**src/sv/suis_pkg.sv**
```systemverilog
// shared types, codes and constants of the sorted identifier set
`default_nettype none

package suis_pkg;

  // default store depth
  localparam int CAPACITY_DEF = 64;

  // identifier width
  localparam int ID_W = 32;

  // fan-in of one node of the result reduction tree
  localparam int RED_RADIX = 4;

  // transaction kinds on the input channel
  typedef enum logic [1:0] {
    MODE_INSERT  = 2'd0,
    MODE_QUERY   = 2'd1,
    MODE_READ    = 2'd2,
    MODE_RESTART = 2'd3
  } mode_t;

  // result status codes
  typedef enum logic [1:0] {
    ST_OK      = 2'd0,
    ST_PRESENT = 2'd1,
    ST_FULL    = 2'd2,
    ST_END     = 2'd3
  } status_t;

  // control broadcast from the sequencer to every cell
  typedef struct packed {
    logic ins_en;  // apply the insert shift this cycle
    logic rd;      // report the entry under the cursor instead of a match
  } cell_ctrl_t;

  // number of collapse steps to bring n leaves down to one
  function automatic int red_levels(input int n);
    int lv;
    int w;
    lv = 0;
    w  = n;
    while (w > 1) begin
      w  = (w + RED_RADIX - 1) / RED_RADIX;
      lv = lv + 1;
    end
    return lv;
  endfunction

endpackage

`default_nettype wire

```
**src/sv/suis_cell.sv**
```systemverilog
// one storage cell of the sorted chain: holds an entry, compares, shifts up on insert
`default_nettype none

module suis_cell #(
  parameter int INDEX = 0,
  parameter int CW    = 7
) (
  input  wire                         clk,
  input  wire                         rst_n,
  input  suis_pkg::cell_ctrl_t        ctrl,
  input  wire  [suis_pkg::ID_W-1:0]   ident,
  input  wire  [CW-1:0]               cursor,
  // left neighbor
  input  wire  [suis_pkg::ID_W-1:0]   left_data,
  input  wire                         left_gt,
  input  wire                         left_valid,
  // own state toward the right neighbor
  output logic [suis_pkg::ID_W-1:0]   data,
  output logic                        gt,
  output logic                        valid,
  // contribution to the result reduction
  output logic                        hit,
  output logic [suis_pkg::ID_W-1:0]   val
);

  logic [suis_pkg::ID_W-1:0] data_r, data_nxt;
  logic                      valid_r, valid_nxt;
  logic                      eq;
  logic                      sel;

  // local compares against the broadcast identifier
  assign gt  = valid_r && (data_r > ident);
  assign eq  = valid_r && (data_r == ident);
  assign sel = valid_r && (cursor == CW'(INDEX));

  // match for insert and query, cursor entry for read
  always_comb begin
    if (ctrl.rd) begin
      hit = sel;
      val = sel ? data_r : '0;
    end else begin
      hit = eq;
      val = '0;
    end
  end

  // insert: entries above the key move up one cell, the key lands in the gap
  always_comb begin
    data_nxt  = data_r;
    valid_nxt = valid_r;
    if (ctrl.ins_en) begin
      if (left_gt) begin
        data_nxt  = left_data;
        valid_nxt = 1'b1;
      end else if (gt || (left_valid && !valid_r)) begin
        data_nxt  = ident;
        valid_nxt = 1'b1;
      end
    end
  end

  always_ff @(posedge clk) begin
    data_r <= data_nxt;
  end

  always_ff @(posedge clk) begin
    if (!rst_n) begin
      valid_r <= 1'b0;
    end else begin
      valid_r <= valid_nxt;
    end
  end

  assign data  = data_r;
  assign valid = valid_r;

endmodule

`default_nettype wire

```
**config.mk**
```make
export PLATFORM = sky130hd
export DESIGN_NAME = suis_cell
export DESIGN_NICKNAME = d
export VERILOG_FILES = /design/src/sv/suis_pkg.sv /design/src/sv/suis_cell.sv
export SDC_FILE = /design/constraint.sdc
export NUM_CORES = 1
export LEC_CHECK = 0
export BUFFER_PORTS_ARGS = -buffer_cell sky130_fd_sc_hd__buf_2
export CAP_MARGIN = 20
export CORE_ASPECT_RATIO = 1.25
export CORE_MARGIN = 5
export CORE_UTILIZATION = 47
export CTS_BUF_LIST = sky130_fd_sc_hd__clkbuf_2
export CTS_CLUSTER_DIAMETER = 30
export DETAILED_ROUTE_END_ITERATION = 16
export PLACE_DENSITY = 0.85
export REMOVE_ABC_BUFFERS = 1
export SLEW_MARGIN = 40
export SYNTH_ARGS = -nofsm -noshare
export SYNTH_HDL_FRONTEND = slang
export SYNTH_SLANG_ARGS = --single-unit
```
**constraint.sdc**
```tcl
create_clock -name clk -period 5.9 [get_ports clk]
set_input_delay 0.59 -clock clk [delete_from_list [all_inputs] [get_ports clk]]
set_output_delay 0.59 -clock clk [all_outputs]
set_load 0.02 [all_outputs]
```
==> impl_metrics.ini, run 1 <==
[cells_and_area]
fin_cells = 472
fin_nets = 518
n_antenna_cell = 0
areaGrowthSynthToFinish_pct = 32.4
drive_above_1_share_pct = 39.3

[clock_tree]
cts.clk_slew.worst_paths_ns = 0.17
numCtsBuffers = 5
insertion_delay_ns = 0.37
cts_hold_buf = 0
cts_resized = 0
clkSinkCount = 33
clockBufferDepth = 2
cts_setup_buffers = 0
cts-root-buf = clkbuf_2
htree_num_levels = 2
cts_tree = built

[critical_path]
worstPathArrival_ns = 2.38
setup.worst_path.end_class = output port
cp-startpoint = data[30]$_DFFE_PP_
cp-start-kind = flip-flop
crit_path_max_fanout = 4
path_cells = ha_1 > nand4_1 > nor3_1 > a221oi_1 > o211ai_1 > o21a_1 > buf_2
r2r_slack_ns = 3.45
critPathBufInv = 1
path_delay_family = compound AO/OA/AOI/OAI gates
r2r_start = data[10]$_DFFE_PP_
path_class = flip-flop to output port
crit_required_ns = 5.31
cp_slowest_cell = edfxtp_1
max_stage_delay_ns = 0.45

[place]
port_buffers = 143
hpwl_um = 5290
globalplace.congestion = 0.802
placedCellCount = 464

[drt]
drt_iter0_markers = 89
wl_um = 6550
drc = 0
post_drt_via_cell_ratio = 5.00
ant_nets = 0
dr.pass1.iters = 4
vias = 2362
avgRoutedWirePerCell_um = 13.9

[die]
rows = 29
start_util_pct = 48.3
die_area_um2 = 6770
fp.dieW_um = 74.6
die_h_um = 90.8
ios = 144
fp.coreArea_um2 = 5080

[yosys]
synth-edff-count = 32
synth_warnings = 0
async_flop_share_pct = 0
yosysSeqAreaShare_pct = 40.0
netlist_top_cells_count = nand2_1 (42), inv_1 (35), o21ai_0 (33)
avgSynthCellArea_um2 = 9.19
synthTopCellsByArea = edfxtp_1 (39%), ha_1 (16%), and2_1 (8.2%)
synth.distinct_cells = 31
syn_area_um2 = 2450
synth_top_area_share_pct = 39.2
synth_cells = 267
synth_area_leader_cell = edfxtp_1
ys.flop_type = edfxtp_1
synth.most_common_cell = nand2_1
yosys_register_bits = 33

[timing]
rsz0062_at_grt = false
fmax_ghz = 0.337
skew_ns = 0.00694
max-slew-margin-rel_pct = 64.4
setup_tns_ns = 0
hold_viol = 0
max_slew.worst_pin.slew_ns = 0.534
period_share_pct = 50.3
report.final.setup_viol = 0
finalCriticalPeriod_ns = 2.97
slew_viol_final = 0

[global_routing]
grt_pass1_wl_um = 10100
grt_max_degree = 66
first_global_vias = 2323
grt_overflow = 0
grt_usage_pct = 19.0
grt_antenna_before_repair = 0

[power]
p_comb_share_pct = 28.6
p_seq_share_pct = 52.7
p_int_mw = 0.372
clkPwrFrac_pct = 18.8
p_sw_mw = 0.188
p_leak_nw = 1.75
power.density_nw_per_um2 = 172
vdd_drop_max_v = 0.000128
switching_share_pct = 33.5

[hold_path]
hp-class = input port to flip-flop
hold_start = rst_n

[outcome]
status = completed

[run]
max-cap-violations = 0
-- per-stage QoR --
stage | hold slack [ns] | total power [mW] | util, % | setup slack (ns) | cell area (µm²)
2_1_floorplan | 0.660 | 0.390 | - | 3.02 | 2390
3_3_place_gp | 0.640 | 0.454 | 63.1 | 2.98 | 3200
3_5_place_dp | 0.639 | 0.461 | 63.1 | 2.94 | 3200
4_1_cts | 0.432 | 0.564 | 63.8 | 2.93 | 3240
5_1_grt | 0.432 | 0.590 | 63.9 | 2.73 | 3250
6_report | 0.449 | 0.560 | 63.9 | 2.93 | 3250
-- power groups by stage --
stage	Combinational, mW	Sequential [mW]	Clock, mW
finish	0.160	0.295	0.105
global placement	0.155	0.299	0
CTS	0.161	0.295	0.107
floorplan	0.0696	0.320	0
global route	0.179	0.297	0.114
detailed placement	0.161	0.300	0
-- per-layer routing --
layer | up-vias | track usage, % | part of all wire, %
li1 | 1205 | - | -
met4 | 0 | 4.60 | 1.1
met5 | - | 0 | 0
met3 | 7 | 5.35 | 9.0
met1 | 1064 | 19.8 | 36
met2 | 86 | 35.9 | 53
-- cells by family (layout without fill, tap and decap cells) --
logic type	count (synthesis)	in the layout	synth area share (%)
mux	1	1	0.459
simple gates	93	93	20.8
fa+ha+maj	32	32	16.3
compound gates	62	62	14.5
buf+inv	46	189	7.96
flops	33	33	40.0
-- cells in the final DEF (no fill, tap or decap), drive strengths merged --
cell,synthesis,routed
inv,36,36
nand3,3,3
clkbuf,5,5
nor4,4,4
o21a,3,3
o211ai,1,1
clkinv,0,3
edfxtp,32,32
o31a,1,1
nor3,1,1
a211o,1,1
nor2,4,4
o21ai,36,36
buf,5,145
a41o,1,1
mux2,1,1
nand4,6,6
a21o,1,1
a221oi,2,2
ha,32,32
a21boi,2,2
dfxtp,1,1
a21oi,13,13
nor3b,1,1
nand2,42,42
a211oi,1,1
and2,32,32
-- final cells by class --
cell class                 instances  area (µm²)
clock buffer                       5        25.0
clock inverter                     3        12.5
fill                             451        1830
inverter                          36         135
multi-input combinational        188        1290
sequential                        33         981
tap                               62        77.6
timing repair buffer             145         731
-- state kept, by name, indices dropped and copies added (netlist names) --
| name | count |
|---|---|
| data | 32 |
| valid | 1 |
-- path summary, 6_finish.rpt --
check                            end  depth (start not counted)
hold reg to reg   valid$_SDFFE_PN0P_                          2
setup / recovery                  gt                          7
hold / removal    valid$_SDFFE_PN0P_                          2
setup reg to reg  data[24]$_DFFE_PP_                          7
Power figures use the tool's default switching activity.
==> run 2: changes to the inputs <==
--- a/config.mk
+++ b/config.mk
@@ -9,11 +9,11 @@
 export CAP_MARGIN = 20
 export CORE_ASPECT_RATIO = 1.25
 export CORE_MARGIN = 5
-export CORE_UTILIZATION = 47
+export CORE_UTILIZATION = 45
 export CTS_BUF_LIST = sky130_fd_sc_hd__clkbuf_2
 export CTS_CLUSTER_DIAMETER = 30
 export DETAILED_ROUTE_END_ITERATION = 16
-export PLACE_DENSITY = 0.85
+export PLACE_DENSITY = 0.82
 export REMOVE_ABC_BUFFERS = 1
 export SLEW_MARGIN = 40
 export SYNTH_ARGS = -nofsm -noshare
==> constraint.sdc (replaced) <==
create_clock -name clk -period 2.8 [get_ports clk]
set_input_delay 0.28 -clock clk [delete_from_list [all_inputs] [get_ports clk]]
set_output_delay 0.28 -clock clk [all_outputs]
set_load 0.02 [all_outputs]
==> run 2 against run 1 <==
Effect of this change: via count decreased by 1.5%; cell count increased by 0.42%; global-route usage decreased by 0.85 points; register-to-register slack got worse by 3.1 ns; utilization decreased by 3.3 points; non-clock buffer count unchanged; critical endpoint unchanged; largest power group unchanged.
==> impl_metrics.ini, run 2 (synthesized netlist as in run 1, its figures left out) <==
[drt]
dr.pass1.iters = 4
post_drt_via_cell_ratio = 4.91
ant_nets = 0
avgRoutedWirePerCell_um = 13.9
drt_iter0_markers = 98
vias = 2327
drc = 0
wl_um = 6600

[hold_path]
holdPathEnd = valid$_SDFFE_PN0P_
hp-class = input port to flip-flop
hold_start = rst_n
min_path_cells = 2

[timing]
slew_viol_final = 0
report.final.setup_viol = 0
finalCriticalPeriod_ns = 2.62
fin_hold_ws_ns = 0.146
rsz0062_at_grt = false
max_slew.worst_pin.slew_ns = 0.543
period_share_pct = 93.7
skew_ns = 0.0140
hold_viol = 0
setup_tns_ns = 0
max-slew-margin-rel_pct = 63.8
fmax_ghz = 0.381
setup_slack_ns = 0.175

[cells_and_area]
stdcell_area_um2 = 3260
fin_nets = 518
drive_above_1_share_pct = 39.5
n_antenna_cell = 0
layout_common_cells = buf_2 (143), nand2_1 (42), inv_1 (35)
mostFrequentLayoutCell = buf_2
areaGrowthSynthToFinish_pct = 32.7
largest_reg_flops = 32
utilization_pct = 60.7

[clock_tree]
clkSinkCount = 33
clockBufferDepth = 2
insertion_delay_ns = 0.37
cts_setup_buffers = 0
htree_num_levels = 2
cts.clk_slew.worst_paths_ns = 0.17
cts-root-buf = clkbuf_2
numCtsBuffers = 5
cts_tree = built

[die]
fp.dieW_um = 76.0
die_h_um = 92.6
fp.coreArea_um2 = 5370
die_area_um2 = 7040
rows = 30
start_util_pct = 45.7
ios = 144

[place]
hpwl_um = 5310
globalplace.congestion = 0.833
dpl_worst_slack_ns = 0.123
port_buffers = 143
placed_area_um2 = 3210

[power]
p_leak_nw = 1.75
vdd_drop_max_v = 0.000228
power.density_nw_per_um2 = 362

[critical_path]
path_delay_family = compound AO/OA/AOI/OAI gates
worstPathArrival_ns = 2.34
r2r_cells = 5
path_cells = ha_1 > nand4_1 > nor3_1 > a221oi_1 > o211ai_1 > o21a_1 > buf_2
max_stage_delay_ns = 0.44
reg2reg_to = data[1]$_DFFE_PP_
r2r_slack_ns = 0.37
crit_path_max_fanout = 4
cp-start-kind = flip-flop
cp_slowest_cell = edfxtp_1
critPathBufInv = 1
crit_required_ns = 2.52
path_class = flip-flop to output port
r2r_start = data[30]$_DFFE_PP_
setup.worst_path.end_class = output port

[run]
max-cap-violations = 0

[global_routing]
grt_max_degree = 65
grt_usage_pct = 18.1
first_global_vias = 2360
grt_pass1_wl_um = 10600
grt_overflow = 0
grt_antenna_before_repair = 0

[outcome]
status = completed
[run 2: timing repair]
item | CTS | global route
endpoints found under the setup margin | 0 | 32
resized for setup | 0 | 2
endpoints found under the hold margin | 0 | 0
hold buffers | 0 | 0
[run 2: through the flow]
step	power, mW	cells
after global placement	0.957	466
after global routing	1.26	474
after floorplan	0.821	257
after CTS	1.19	474
final	1.18	474
after detailed placement	0.972	466
[run 2: cell type report]
class	instances	area, µm²
Fill cell	473	2110
Sequential cell	33	981
Timing Repair Buffer	145	731
Clock inverter	3	12.5
Clock buffer	5	25.0
Multi-Input combinational cell	188	1290
Inverter	36	135
Tap cell	64	80.1
[run 2: how the worst max path moves through the flow]
stage,cells after the start,from,endpoint
6_report,7,data[30]$_DFFE_PP_,gt
5_1_grt,7,data[10]$_DFFE_PP_,gt
4_1_cts,5,data[30]$_DFFE_PP_,data[1]$_DFFE_PP_
3_5_place_dp,5,data[30]$_DFFE_PP_,data[10]$_DFFE_PP_
3_3_place_gp,8,ident[30],data[10]$_DFFE_PP_
2_1_floorplan,5,data[30]$_DFFE_PP_,data[0]$_DFFE_PP_
[run 2: layer usage]
layer / wire length, µm / GRT usage (%) / vias to the layer above / part of all wire, %
li1: - / - / 1204 / -
met1: 2400 / 18.4 / 1034 / 36
met2: 3590 / 35.4 / 82 / 54
met3: 527 / 5.54 / 7 / 8.0
met4: 78 / 4.30 / 0 / 1.2
met5: 0 / 0 / - / 0
[run 2: where the power goes]
group / internal [mW] / switching, mW / leakage, nW / total, mW
registers: 0.594 / 0.0267 / 0.315 / 0.620
logic: 0.138 / 0.204 / 1.41 / 0.342
clock network: 0.0547 / 0.161 / 0.0278 / 0.215
total: 0.787 / 0.391 / 1.75 / 1.18
==> run 3: changes to the inputs <==
--- a/config.mk
+++ b/config.mk
@@ -7,7 +7,7 @@
 export LEC_CHECK = 0
 export BUFFER_PORTS_ARGS = -buffer_cell sky130_fd_sc_hd__buf_2
 export CAP_MARGIN = 20
-export CORE_ASPECT_RATIO = 1.25
+export CORE_ASPECT_RATIO = 0.5
 export CORE_MARGIN = 5
 export CORE_UTILIZATION = 45
 export CTS_BUF_LIST = sky130_fd_sc_hd__clkbuf_2
==> run 3 against run 2 <==
Effect of this change: total power grew 0.51%; critical path depth grew 1; clock skew grew 0.014 ns; routed wire length shrank 2.0%; worst setup slack gained 0.046 ns; sequential share of layout area shrank 0.18 points; highest routed layer unchanged; largest power group unchanged; sequential power is essentially flat; largest cell class unchanged; first-iteration DRC count grew 11%.
==> impl_metrics.ini, run 3 (synthesized netlist as in run 1, its figures left out) <==
[drt]
ant_nets = 0
avgRoutedWirePerCell_um = 13.3
drt_iter0_markers = 109
dr.pass1.iters = 4
drc = 0
wl_um = 6460
post_drt_via_cell_ratio = 4.86
vias = 2362

[clock_tree]
cts.clk_slew.worst_paths_ns = 0.19
cts_hold_buf = 0
cts-root-buf = clkbuf_2
cts_resized = 0
insertion_delay_ns = 0.37
clockBufferDepth = 2
cts_tree = built
htree_num_levels = 2
clkSinkCount = 33
cts_setup_buffers = 0
numCtsBuffers = 5

[critical_path]
r2r_cells = 8
worstPathArrival_ns = 2.30
r2r_slack_ns = 0.44
crit_path_max_fanout = 3
setup.worst_path.end_class = output port
r2r_start = data[10]$_DFFE_PP_
cp-start-kind = flip-flop
crit_required_ns = 2.52
cp-startpoint = data[10]$_DFFE_PP_
reg2reg_to = data[21]$_DFFE_PP_
path_class = flip-flop to output port

[timing]
fmax_ghz = 0.388
finalCriticalPeriod_ns = 2.58
max-slew-margin-rel_pct = 64.1
hold_viol = 0
fin_hold_ws_ns = 0.159
slew_viol_final = 0
report.final.setup_viol = 0
skew_ns = 0.0281
period_share_pct = 92.1
max_slew.worst_pin.slew_ns = 0.538
rsz0062_at_grt = false

[hold_path]
hp-class = input port to flip-flop
holdPathEnd = valid$_SDFFE_PN0P_
min_path_cells = 2
hold_start = rst_n

[die]
rows = 19
start_util_pct = 45.7
fp.dieW_um = 114
fp.coreArea_um2 = 5370
die_area_um2 = 7120
die_h_um = 62.2
ios = 144

[cells_and_area]
areaGrowthSynthToFinish_pct = 33.6
fin_nets = 521
largest_reg_flops = 32
drive_above_1_share_pct = 39.7
n_antenna_cell = 0
utilization_pct = 61.0
layout_common_cells = buf_2 (143), nand2_1 (42), inv_1 (35)
stdcell_area_um2 = 3280
fin_cells = 486
mostFrequentLayoutCell = buf_2

[run]
max-cap-violations = 0

[global_routing]
grt_max_degree = 65
grt_overflow = 0
grt_pass1_wl_um = 10600
grt_antenna_before_repair = 0
grt_usage_pct = 17.8
first_global_vias = 2315

[place]
port_buffers = 143
placedCellCount = 478
placed_area_um2 = 3240
hpwl_um = 5320
globalplace.congestion = 0.798

[power]
power.density_nw_per_um2 = 361
p_leak_nw = 1.76
vdd_drop_max_v = 0.000175

[outcome]
status = completed
-- run 3: cell types whose count changed in the layout (fill, tap and decap cells not counted), sizes merged --
| cell | previous run | this run |
|---|---|---|
| clkinv | 3 | 1 |
| clkbuf | 5 | 7 |
| buf | 145 | 148 |
-- run 3: worst max path at each step --
stage,to,slack (ns),depth (start not counted)
final,gt,0.22,8
after global routing,gt,0.02,7
after CTS,gt,0.18,8
after detailed placement,data[30]$_DFFE_PP_,0.48,8
after global placement,data[30]$_DFFE_PP_,0.53,9
after floorplan,data[0]$_DFFE_PP_,-0.003,5
-- run 3: critical path, cell delays in order, from the launching register on --
cell,delay (ns)
edfxtp_1,0.45
ha_1,0.33
a21oi_1,0.16
nand2_1,0.07
a221oi_1,0.30
nor2_1,0.08
o21a_1,0.18
o21a_1,0.19
buf_2,0.16
-- run 3: power by group --
part / internal [mW] / leakage, nW / total, mW / switching [mW]
Sequential: 0.593 / 0.315 / 0.621 / 0.0273
Combinational: 0.138 / 1.42 / 0.337 / 0.199
Clock: 0.0670 / 0.0306 / 0.226 / 0.159
-- run 3: cell type report --
type                            instances  area [µm²]
Timing Repair Buffer                  148         753
Multi-Input combinational cell        188        1280
Fill cell                             511        2100
Sequential cell                        33         981
Tap cell                               73        91.3
Inverter                               36         135
Clock inverter                          1        3.75
Clock buffer                            7        35.0
-- run 3: layer usage --
| metal | global-route usage, % | up-vias | share of wire [%] |
|---|---|---|---|
| li1 | - | 1211 | - |
| met2 | 33.1 | 58 | 53 |
| met5 | 0 | - | 0 |
| met4 | 4.00 | 0 | 1.0 |
| met3 | 3.49 | 7 | 5.8 |
| met1 | 21.1 | 1086 | 40 |
-- run 3: through the flow --
step	TNS (ns)	setup slack, ns	power, mW
2_1_floorplan	-0.0883	-0.00276	0.821
3_3_place_gp	0	0.534	0.962
3_5_place_dp	0	0.475	0.971
4_1_cts	0	0.180	1.19
5_1_grt	0	0.0247	1.26
6_report	0	0.221	1.18
